==> src/erc_pkg.sv <==
package erc_pkg;

  localparam int unsigned HALF_BITS = 64;
  localparam int unsigned MAG_BITS  = 128;
  localparam int unsigned CNT_W     = $clog2(MAG_BITS + 1);

  typedef logic [MAG_BITS-1:0]  mag_t;
  typedef logic [HALF_BITS-1:0] half_t;
  typedef logic signed [1:0]    order_t;

  localparam order_t ORD_LT = 2'sb11;
  localparam order_t ORD_EQ = 2'sb00;
  localparam order_t ORD_GT = 2'sb01;

  typedef struct packed {
    logic start;
  } div_ctrl_t;

  typedef struct packed {
    logic busy;
    logic done;
  } div_stat_t;

endpackage

==> src/erc_in_if.sv <==
interface erc_in_if;
  logic           valid;
  logic           ready;
  logic           left_negative;
  erc_pkg::half_t left_num_low;
  erc_pkg::half_t left_num_high;
  erc_pkg::half_t left_den_low;
  erc_pkg::half_t left_den_high;
  logic           right_negative;
  erc_pkg::half_t right_num_low;
  erc_pkg::half_t right_num_high;
  erc_pkg::half_t right_den_low;
  erc_pkg::half_t right_den_high;

  modport source (
    output valid, left_negative, left_num_low, left_num_high, left_den_low, left_den_high,
    output right_negative, right_num_low, right_num_high, right_den_low, right_den_high,
    input  ready
  );
  modport sink (
    input  valid, left_negative, left_num_low, left_num_high, left_den_low, left_den_high,
    input  right_negative, right_num_low, right_num_high, right_den_low, right_den_high,
    output ready
  );
endinterface

==> src/erc_out_if.sv <==
interface erc_out_if;
  logic            valid;
  logic            ready;
  erc_pkg::order_t order;
  logic            invalid;

  modport source (output valid, order, invalid, input ready);
  modport sink (input valid, order, invalid, output ready);
endinterface

==> src/erc_div.sv <==
module erc_div (
  input  logic                clk_i,
  input  logic                rst_ni,
  input  erc_pkg::div_ctrl_t  ctrl_i,
  input  erc_pkg::mag_t       num_i,
  input  erc_pkg::mag_t       den_i,
  output erc_pkg::div_stat_t  stat_o,
  output erc_pkg::mag_t       quo_o,
  output erc_pkg::mag_t       rem_o
);

  logic [erc_pkg::CNT_W-1:0]  cnt_q;
  logic                       busy_q;
  logic                       done_q;
  erc_pkg::mag_t              nq_q;
  erc_pkg::mag_t              rem_q;
  erc_pkg::mag_t              den_q;

  logic [erc_pkg::MAG_BITS:0] shifted;
  logic [erc_pkg::MAG_BITS:0] diff;
  logic                       ge;

  always_comb begin
    shifted = {rem_q, nq_q[erc_pkg::MAG_BITS-1]};
    diff    = shifted - {1'b0, den_q};
    ge      = shifted >= {1'b0, den_q};
  end

  always_ff @(posedge clk_i or negedge rst_ni) begin
    if (!rst_ni) begin
      cnt_q  <= '0;
      busy_q <= 1'b0;
      done_q <= 1'b0;
      nq_q   <= '0;
      rem_q  <= '0;
      den_q  <= '0;
    end else begin
      done_q <= 1'b0;
      if (ctrl_i.start) begin
        nq_q   <= num_i;
        den_q  <= den_i;
        rem_q  <= '0;
        cnt_q  <= erc_pkg::CNT_W'(erc_pkg::MAG_BITS);
        busy_q <= 1'b1;
      end else if (busy_q) begin
        nq_q  <= {nq_q[erc_pkg::MAG_BITS-2:0], ge};
        rem_q <= ge ? diff[erc_pkg::MAG_BITS-1:0] : shifted[erc_pkg::MAG_BITS-1:0];
        cnt_q <= cnt_q - 1'b1;
        if (cnt_q == erc_pkg::CNT_W'(1)) begin
          busy_q <= 1'b0;
          done_q <= 1'b1;
        end
      end
    end
  end

  assign stat_o.busy = busy_q;
  assign stat_o.done = done_q;
  assign quo_o       = nq_q;
  assign rem_o       = rem_q;

endmodule

==> src/exact_rational_compare_top.sv <==
// Compares two signed rationals exactly and returns their order and an invalid flag,
// one result word for each input word. A zero denominator on either side gives
// invalid set and order zero; a zero numerator counts as zero whatever its sign.
// Zero-denominator and differing-sign cases skip the divider and go straight to the
// done state. Otherwise the block expands both values as continued fractions, and
// each expansion step runs two divisions on one shared restoring divider that produces
// one quotient bit per cycle; the number of steps follows the continued-fraction length
// of the operands and can reach about 185 at 128 bits. The input is not ready while a
// comparison is in progress, and a new word may be taken while the previous result
// still waits at the output register.
module exact_rational_compare_top (
  input  logic        clk_i,
  input  logic        rst_ni,
  erc_in_if.sink      in_i,
  erc_out_if.source   out_o
);

  typedef enum logic [1:0] {
    S_IDLE,
    S_DIV_A,
    S_DIV_B,
    S_DONE
  } state_e;

  function automatic erc_pkg::mag_t mag_of(erc_pkg::half_t hi, erc_pkg::half_t lo);
    logic [2*erc_pkg::HALF_BITS-1:0] w;
    w = {hi, lo};
    return w[erc_pkg::MAG_BITS-1:0];
  endfunction

  function automatic erc_pkg::order_t flip(erc_pkg::order_t o, logic neg);
    erc_pkg::order_t r;
    r = o;
    if (neg) begin
      case (o)
        erc_pkg::ORD_LT: r = erc_pkg::ORD_GT;
        erc_pkg::ORD_GT: r = erc_pkg::ORD_LT;
        default:         r = erc_pkg::ORD_EQ;
      endcase
    end
    return r;
  endfunction

  state_e             state_q;
  erc_pkg::mag_t      an_q, ad_q, bn_q, bd_q, aq_q, ar_q;
  logic               dir_neg_q;
  logic               start_q;
  logic               sel_q;
  erc_pkg::order_t    res_ord_q;
  logic               res_inv_q;
  logic               out_valid_q;
  erc_pkg::order_t    out_ord_q;
  logic               out_inv_q;

  erc_pkg::mag_t      in_an, in_ad, in_bn, in_bd;
  logic               in_aneg, in_bneg, in_bad;

  erc_pkg::div_ctrl_t div_ctrl;
  erc_pkg::div_stat_t div_stat;
  erc_pkg::mag_t      div_num, div_den, div_quo, div_rem;

  erc_pkg::order_t    base_ord;
  logic               decided;

  always_comb begin
    in_an   = mag_of(in_i.left_num_high, in_i.left_num_low);
    in_ad   = mag_of(in_i.left_den_high, in_i.left_den_low);
    in_bn   = mag_of(in_i.right_num_high, in_i.right_num_low);
    in_bd   = mag_of(in_i.right_den_high, in_i.right_den_low);
    in_aneg = in_i.left_negative && (in_an != '0);
    in_bneg = in_i.right_negative && (in_bn != '0);
    in_bad  = (in_ad == '0) || (in_bd == '0);
  end

  always_comb begin
    div_ctrl.start = start_q;
    div_num        = sel_q ? bn_q : an_q;
    div_den        = sel_q ? bd_q : ad_q;
  end

  erc_div u_div (
    .clk_i  (clk_i),
    .rst_ni (rst_ni),
    .ctrl_i (div_ctrl),
    .num_i  (div_num),
    .den_i  (div_den),
    .stat_o (div_stat),
    .quo_o  (div_quo),
    .rem_o  (div_rem)
  );

  always_comb begin
    decided  = 1'b1;
    base_ord = erc_pkg::ORD_EQ;
    if (aq_q != div_quo) begin
      base_ord = (aq_q < div_quo) ? erc_pkg::ORD_LT : erc_pkg::ORD_GT;
    end else if ((ar_q == '0) && (div_rem == '0)) begin
      base_ord = erc_pkg::ORD_EQ;
    end else if (ar_q == '0) begin
      base_ord = erc_pkg::ORD_LT;
    end else if (div_rem == '0) begin
      base_ord = erc_pkg::ORD_GT;
    end else begin
      decided = 1'b0;
    end
  end

  always_ff @(posedge clk_i or negedge rst_ni) begin
    if (!rst_ni) begin
      state_q     <= S_IDLE;
      an_q        <= '0;
      ad_q        <= '0;
      bn_q        <= '0;
      bd_q        <= '0;
      aq_q        <= '0;
      ar_q        <= '0;
      dir_neg_q   <= 1'b0;
      start_q     <= 1'b0;
      sel_q       <= 1'b0;
      res_ord_q   <= erc_pkg::ORD_EQ;
      res_inv_q   <= 1'b0;
      out_valid_q <= 1'b0;
      out_ord_q   <= erc_pkg::ORD_EQ;
      out_inv_q   <= 1'b0;
    end else begin
      start_q <= 1'b0;
      if (out_valid_q && out_o.ready && (state_q != S_DONE)) begin
        out_valid_q <= 1'b0;
      end
      case (state_q)
        S_IDLE: begin
          if (in_i.valid) begin
            if (in_bad) begin
              res_ord_q <= erc_pkg::ORD_EQ;
              res_inv_q <= 1'b1;
              state_q   <= S_DONE;
            end else if (in_aneg != in_bneg) begin
              res_ord_q <= in_aneg ? erc_pkg::ORD_LT : erc_pkg::ORD_GT;
              res_inv_q <= 1'b0;
              state_q   <= S_DONE;
            end else begin
              an_q      <= in_an;
              ad_q      <= in_ad;
              bn_q      <= in_bn;
              bd_q      <= in_bd;
              dir_neg_q <= in_aneg;
              res_inv_q <= 1'b0;
              sel_q     <= 1'b0;
              start_q   <= 1'b1;
              state_q   <= S_DIV_A;
            end
          end
        end
        S_DIV_A: begin
          if (div_stat.done) begin
            aq_q    <= div_quo;
            ar_q    <= div_rem;
            sel_q   <= 1'b1;
            start_q <= 1'b1;
            state_q <= S_DIV_B;
          end
        end
        S_DIV_B: begin
          if (div_stat.done) begin
            if (decided) begin
              res_ord_q <= flip(base_ord, dir_neg_q);
              state_q   <= S_DONE;
            end else begin
              an_q      <= ad_q;
              ad_q      <= ar_q;
              bn_q      <= bd_q;
              bd_q      <= div_rem;
              dir_neg_q <= !dir_neg_q;
              sel_q     <= 1'b0;
              start_q   <= 1'b1;
              state_q   <= S_DIV_A;
            end
          end
        end
        S_DONE: begin
          if (!out_valid_q || out_o.ready) begin
            out_valid_q <= 1'b1;
            out_ord_q   <= res_ord_q;
            out_inv_q   <= res_inv_q;
            state_q     <= S_IDLE;
          end else begin
            out_valid_q <= 1'b1;
          end
        end
        default: begin
          state_q <= S_IDLE;
        end
      endcase
    end
  end

  assign in_i.ready    = (state_q == S_IDLE);
  assign out_o.valid   = out_valid_q;
  assign out_o.order   = out_ord_q;
  assign out_o.invalid = out_inv_q;

endmodule

==> src/flat_wrapper.sv <==
// flat-port wrapper written by rule: the top's interface ports become plain ports
module exact_rational_compare_top_flat 
  (clk_i, rst_ni, in_i_valid, in_i_left_negative, in_i_left_num_low, in_i_left_num_high, in_i_left_den_low, in_i_left_den_high, in_i_right_negative, in_i_right_num_low, in_i_right_num_high, in_i_right_den_low, in_i_right_den_high, in_i_ready, out_o_valid, out_o_order, out_o_invalid, out_o_ready);
  erc_in_if in_i_i ();
  erc_out_if out_o_i ();
  input  logic clk_i;
  input  logic rst_ni;
  input wire logic [$bits(in_i_i.valid)-1:0] in_i_valid;
  input wire logic [$bits(in_i_i.left_negative)-1:0] in_i_left_negative;
  input wire logic [$bits(in_i_i.left_num_low)-1:0] in_i_left_num_low;
  input wire logic [$bits(in_i_i.left_num_high)-1:0] in_i_left_num_high;
  input wire logic [$bits(in_i_i.left_den_low)-1:0] in_i_left_den_low;
  input wire logic [$bits(in_i_i.left_den_high)-1:0] in_i_left_den_high;
  input wire logic [$bits(in_i_i.right_negative)-1:0] in_i_right_negative;
  input wire logic [$bits(in_i_i.right_num_low)-1:0] in_i_right_num_low;
  input wire logic [$bits(in_i_i.right_num_high)-1:0] in_i_right_num_high;
  input wire logic [$bits(in_i_i.right_den_low)-1:0] in_i_right_den_low;
  input wire logic [$bits(in_i_i.right_den_high)-1:0] in_i_right_den_high;
  output wire logic [$bits(in_i_i.ready)-1:0] in_i_ready;
  output wire logic [$bits(out_o_i.valid)-1:0] out_o_valid;
  output wire logic [$bits(out_o_i.order)-1:0] out_o_order;
  output wire logic [$bits(out_o_i.invalid)-1:0] out_o_invalid;
  input wire logic [$bits(out_o_i.ready)-1:0] out_o_ready;
  assign in_i_i.valid = in_i_valid;
  assign in_i_i.left_negative = in_i_left_negative;
  assign in_i_i.left_num_low = in_i_left_num_low;
  assign in_i_i.left_num_high = in_i_left_num_high;
  assign in_i_i.left_den_low = in_i_left_den_low;
  assign in_i_i.left_den_high = in_i_left_den_high;
  assign in_i_i.right_negative = in_i_right_negative;
  assign in_i_i.right_num_low = in_i_right_num_low;
  assign in_i_i.right_num_high = in_i_right_num_high;
  assign in_i_i.right_den_low = in_i_right_den_low;
  assign in_i_i.right_den_high = in_i_right_den_high;
  assign in_i_ready = in_i_i.ready;
  assign out_o_valid = out_o_i.valid;
  assign out_o_order = out_o_i.order;
  assign out_o_invalid = out_o_i.invalid;
  assign out_o_i.ready = out_o_ready;
  exact_rational_compare_top u_core (.clk_i(clk_i), .rst_ni(rst_ni), .in_i(in_i_i), .out_o(out_o_i));
endmodule
==> config.mk <==
export PLATFORM = sky130hd
export DESIGN_NAME = exact_rational_compare_top_flat
export DESIGN_NICKNAME = d
export VERILOG_FILES = /design/src/erc_pkg.sv /design/src/erc_in_if.sv /design/src/erc_out_if.sv /design/src/erc_div.sv /design/src/exact_rational_compare_top.sv /design/src/flat_wrapper.sv
export SDC_FILE = /design/constraint.sdc
export NUM_CORES = 2
export LEC_CHECK = 0
export ABC_CLOCK_PERIOD_IN_PS = 3900
export BUFFER_PORTS_ARGS = -buffer_cell sky130_fd_sc_hd__buf_2
export CELL_PAD_IN_SITES_DETAIL_PLACEMENT = 0
export CELL_PAD_IN_SITES_GLOBAL_PLACEMENT = 1
export CORE_MARGIN = 2
export CORE_UTILIZATION = 47
export CTS_CLUSTER_DIAMETER = 30
export CTS_CLUSTER_SIZE = 28
export DETAILED_ROUTE_END_ITERATION = 12
export PLACE_DENSITY = 0.88
export SYNTH_ARGS = -nofsm -noshare
export SYNTH_HDL_FRONTEND = slang
export SYNTH_SLANG_ARGS = --single-unit
==> constraint.sdc <==
create_clock -name clk_i -period 3.9 [get_ports clk_i]
set_input_delay 0.585 -clock clk_i [delete_from_list [all_inputs] [get_ports clk_i]]
set_output_delay 0.585 -clock clk_i [all_outputs]
set_load 0.005 [all_outputs]
==> qor.csv <==
stage,metric,value,unit
yosys,Syn. warnings,0,
timing,endpoints failing hold,0,
timing,Min Hold Slack,0.0283,ns
setup_path,Reg2Reg Setup Slack,0.01,ns
run_status,status,"finished, final reports clean",
route,final wirelength,296,mm
floorplan,Die Wd,381,um
route,total vias in the final route,63810,
layout,synthesis-to-layout area growth,31.1,%
yosys,"Seq/Total Area, Yosys",44.0,%
global_routing,gr usage total,39.7,%
power,Seq pwr share,23.8,%
route,"antenna viol nets, final",0,
yosys,syn nets,7987,
power,Max VDD drop,669,uV
cts,# H-tree levels,5,
power,Static Leak,43.2,nW
yosys,Post-synth EDFFs,0,
floorplan,Die H,381,um
setup_path,Crit Reg-Reg Endpoint,u_core.u_div.rem_o[112]$_DFFE_PN0P_,
power,internal power,56.6,mW
route,vias per inst,6.12,
cts,worst skew pair latency,0.95,ns
floorplan,Placement Rows,138,
setup_path,kind of start point of the critical path,flop,
place,pre-CTS setup slack,-0.139,ns
layout,share of cells above drive strength 1,22.5,%
setup_path,CP Data Required Time,4.62,ns
yosys,"Async S/R FF share, synth",100,%
floorplan,Ports,523,
cts,CTS root buffer,clkbuf_16,
hold_path,Hold Startpoint,in_i_right_num_high[19],
power,clock network power share,26.9,%
floorplan,Initial Utilization,47.2,%
timing,achievable clock frequency,0.257,GHz
timing,crit share post-route,99.7,%
cts,total CTS buffers,325,
yosys,syn_area_per_cell,9.26,um2
power,P per Cell Area,1140,nW/um2
route,WL per Instance,28.4,um
timing,Final TNS setup,0,ns
power,Gate power share,49.3,%
layout,Nets,9059,
cts,CTS tree,done,
setup_path,reg2reg start,u_core.u_div.den_q[57]$_DFFE_PN0P_,
timing,Final Max Slew Viols,0,
yosys,Synth Flop Type,dfrtp_1,
global_routing,number of global-route vias before repair,61739,
timing,Max-Slew Margin vs Limit,28.4,%
yosys,Netlist cell types,91,
hold_path,Hold Path End,u_core.bn_q[83]$_DFFE_PN0P_,
floorplan,die area,145000,um2
yosys,Mapped Area,66700,um2
floorplan,core area,141000,um2
setup_path,crit path DAT,4.61,ns
cts,Clock Path Buffers,4,
yosys,Mapped Cells,7208,
hold_path,Hold Path Class,primary input to flop,
run,max-cap violation count,0,
setup_path,Setup CP Type,flop to flop,
setup_path,critical path peak fanout,5,
timing,Final setup viols,0,
global_routing,initial antenna violation count,34,
timing,unrepaired setup endpoints after global routing,true,
layout,final design utilization,61.9,%
timing,Slew @ Worst Pin,1.04,ns
hold_path,Hold Crit Depth,3,
timing,Final min period,3.89,ns
place,Placer Congestion,1.10,
power,total power draw,99.9,mW
place,hpwl dp,228,mm
power,Switching Share,43.3,%
place,port bufs,522,
yosys,Seq cells post-synth,1174,
timing,setup ws final,0.0103,ns
route,Initial DRT Pass Iterations,6,
global_routing,global-route wire length before repair,423,mm
setup_path,Worst setup EP type,flop,
global_routing,largest net degree at the start of global routing,171,
power,switching pwr,43.3,mW
timing,Worst Skew,0.0978,ns
cts,"CTS clk-pin slew, worst paths",0.05,ns
route,Residual DRC,0,
cts,Clock Sinks,1174,
global_routing,remaining global-route overflow,0,
setup_path,reg2reg path depth,16,
route,drt initial violations,8150,
## placed cells by master (no fill, tap or decap), drive strengths merged, types with 16 or more instances in the layout
| cell type | netlist | layout |
|---|---|---|
| a211oi | 51 | 51 |
| a21o | 128 | 128 |
| a21oi | 532 | 532 |
| a311oi | 16 | 16 |
| a31oi | 25 | 25 |
| buf | 96 | 1150 |
| bufinv | 0 | 41 |
| clkbuf | 382 | 420 |
| clkinv | 0 | 72 |
| clkinvlp | 0 | 19 |
| dfrtp | 1174 | 1174 |
| diode | 0 | 16 |
| dlygate4sd3 | 0 | 71 |
| ha | 260 | 260 |
| inv | 320 | 335 |
| mux2 | 132 | 132 |
| mux2i | 780 | 780 |
| nand2 | 1037 | 1037 |
| nand3 | 33 | 33 |
| nand4 | 155 | 155 |
| nor2 | 402 | 402 |
| nor2b | 21 | 21 |
| nor3 | 39 | 39 |
| nor4 | 222 | 222 |
| o211a | 123 | 123 |
| o211ai | 64 | 64 |
| o21a | 19 | 19 |
| o21ai | 848 | 848 |
| o21bai | 44 | 44 |
| xnor2 | 76 | 76 |
| xor2 | 40 | 40 |
## state kept, by name (all words and copies together), names as in the netlist, 128 cells and up
register,count
u_core.bn_q,128
u_core.u_div.rem_o,128
u_core.ad_q,128
u_core.bd_q,128
u_core.ar_q,128
u_core.aq_q,128
u_core.an_q,128
u_core.u_div.quo_o,128
u_core.u_div.den_q,128
## cell usage after synthesis, types with 6 or more instances
cell / count / area share, %
inv_1: 320 / 1.8
buf_1: 35 / 0.20
nor4_1: 219 / 2.1
a41oi_1: 6 / 0.079
a32oi_1: 8 / 0.11
nand2_1: 1037 / 5.8
and2_1: 8 / 0.075
a21boi_0: 12 / 0.14
a21o_1: 128 / 1.4
a211oi_1: 50 / 0.56
or3_1: 12 / 0.11
a311oi_1: 14 / 0.18
nand2b_1: 15 / 0.14
o21bai_1: 44 / 0.50
a22o_1: 9 / 0.12
xor2_1: 40 / 0.53
nor2_1: 400 / 2.3
mux2_2: 132 / 2.2
nor3_1: 38 / 0.29
mux2i_1: 780 / 12
nand3_1: 33 / 0.25
buf_2: 59 / 0.44
o211a_1: 123 / 1.8
o21ai_0: 727 / 5.5
nand4_1: 153 / 1.4
o21ai_1: 120 / 0.90
o31ai_1: 8 / 0.090
dfrtp_1: 1174 / 44
nor3b_1: 7 / 0.079
clkbuf_1: 381 / 2.1
o21a_1: 19 / 0.21
o211ai_1: 62 / 0.70
a31oi_1: 23 / 0.22
or2_2: 10 / 0.094
xnor2_1: 76 / 1.0
a21oi_1: 530 / 4.0
and3_1: 9 / 0.084
nor2b_1: 21 / 0.20
a221oi_1: 8 / 0.11
ha_1: 260 / 4.9
## worst max-delay path, cell delays in order, from the launching register on
cell and delay (ns):
dfrtp_1 0.39, inv_1 0.06, ha_1 0.31, buf_4 0.16, a21o_1 0.17, a21o_1 0.21, a21oi_4 0.23, o21ai_1 0.14
a221oi_1 0.30, o21ai_0 0.12, a211o_1 0.34, or3_4 0.45, buf_4 0.18, a31oi_1 0.23, buf_4 0.15, xor2_1 0.19
o21ai_0 0.10
## power groups by stage
stage          registers, mW  logic (mW)  clock network, mW
2_1_floorplan           20.6        28.8                  0
3_3_place_gp            23.0        46.2                  0
3_5_place_dp            23.3        46.7                  0
4_1_cts                 23.2        47.4               27.0
5_1_grt                 24.0        52.9               27.7
6_report                23.8        49.3               26.9
## worst max path at each step
stage	start	endpoint	slack, ns
2_1_floorplan	u_core.u_div.quo_o[127]$_DFFE_PN0P_	u_core.u_div.rem_o[124]$_DFFE_PN0P_	0.63
3_3_place_gp	u_core.u_div.den_q[57]$_DFFE_PN0P_	u_core.u_div.rem_o[120]$_DFFE_PN0P_	-0.17
3_5_place_dp	u_core.u_div.den_q[57]$_DFFE_PN0P_	u_core.u_div.rem_o[120]$_DFFE_PN0P_	-0.14
4_1_cts	u_core.u_div.rem_o[27]$_DFFE_PN0P_	u_core.u_div.rem_o[110]$_DFFE_PN0P_	0.01
5_1_grt	u_core.u_div.den_q[36]$_DFFE_PN0P_	u_core.u_div.rem_o[111]$_DFFE_PN0P_	-0.05
6_report	u_core.u_div.den_q[57]$_DFFE_PN0P_	u_core.u_div.rem_o[112]$_DFFE_PN0P_	0.01
## cell type report
| cell class | instances | area, um2 |
|---|---|---|
| multi-input cells | 5236 | 34600 |
| clock inverters | 147 | 1920 |
| flip-flops and latches | 1174 | 29400 |
| well taps | 1890 | 2360 |
| clock buffers | 418 | 9080 |
| fillers | 11911 | 53700 |
| diodes | 16 | 40.0 |
| inverters | 320 | 1200 |
| repair buffers | 1223 | 8900 |
## layer usage
layer / wire length (um) / track usage, %
met1: 126000 / 57.2
met2: 120000 / 54.4
met3: 37500 / 14.0
met4: 10900 / 14.4
met5: 395 / 0.893
## timing repair
action                                  in CTS  in global routing
endpoints found under the setup margin      10                285
resized for setup                            8                 71
hold buffers                                71                  0
hold endpoints to repair                   154                  0
pin swaps                                    1                 21
cloned                                       0                  2
buffers inserted                             1                 10
## through the flow
stage	area [um2]	std cells
global route	87500	10416
CTS	87000	10396
detailed placement	75300	9759
global placement	75300	9759
finish	87500	10424
floorplan	66700	7208
## cells by family after synthesis
group	share of synthesized area, %
simple gates	13.3
compound gates	17.7
flops	44.0
mux	13.9
buf+inv	4.62
fa+ha+maj	4.91
xor+xnor	1.52
Power figures use the tool's default switching activity.
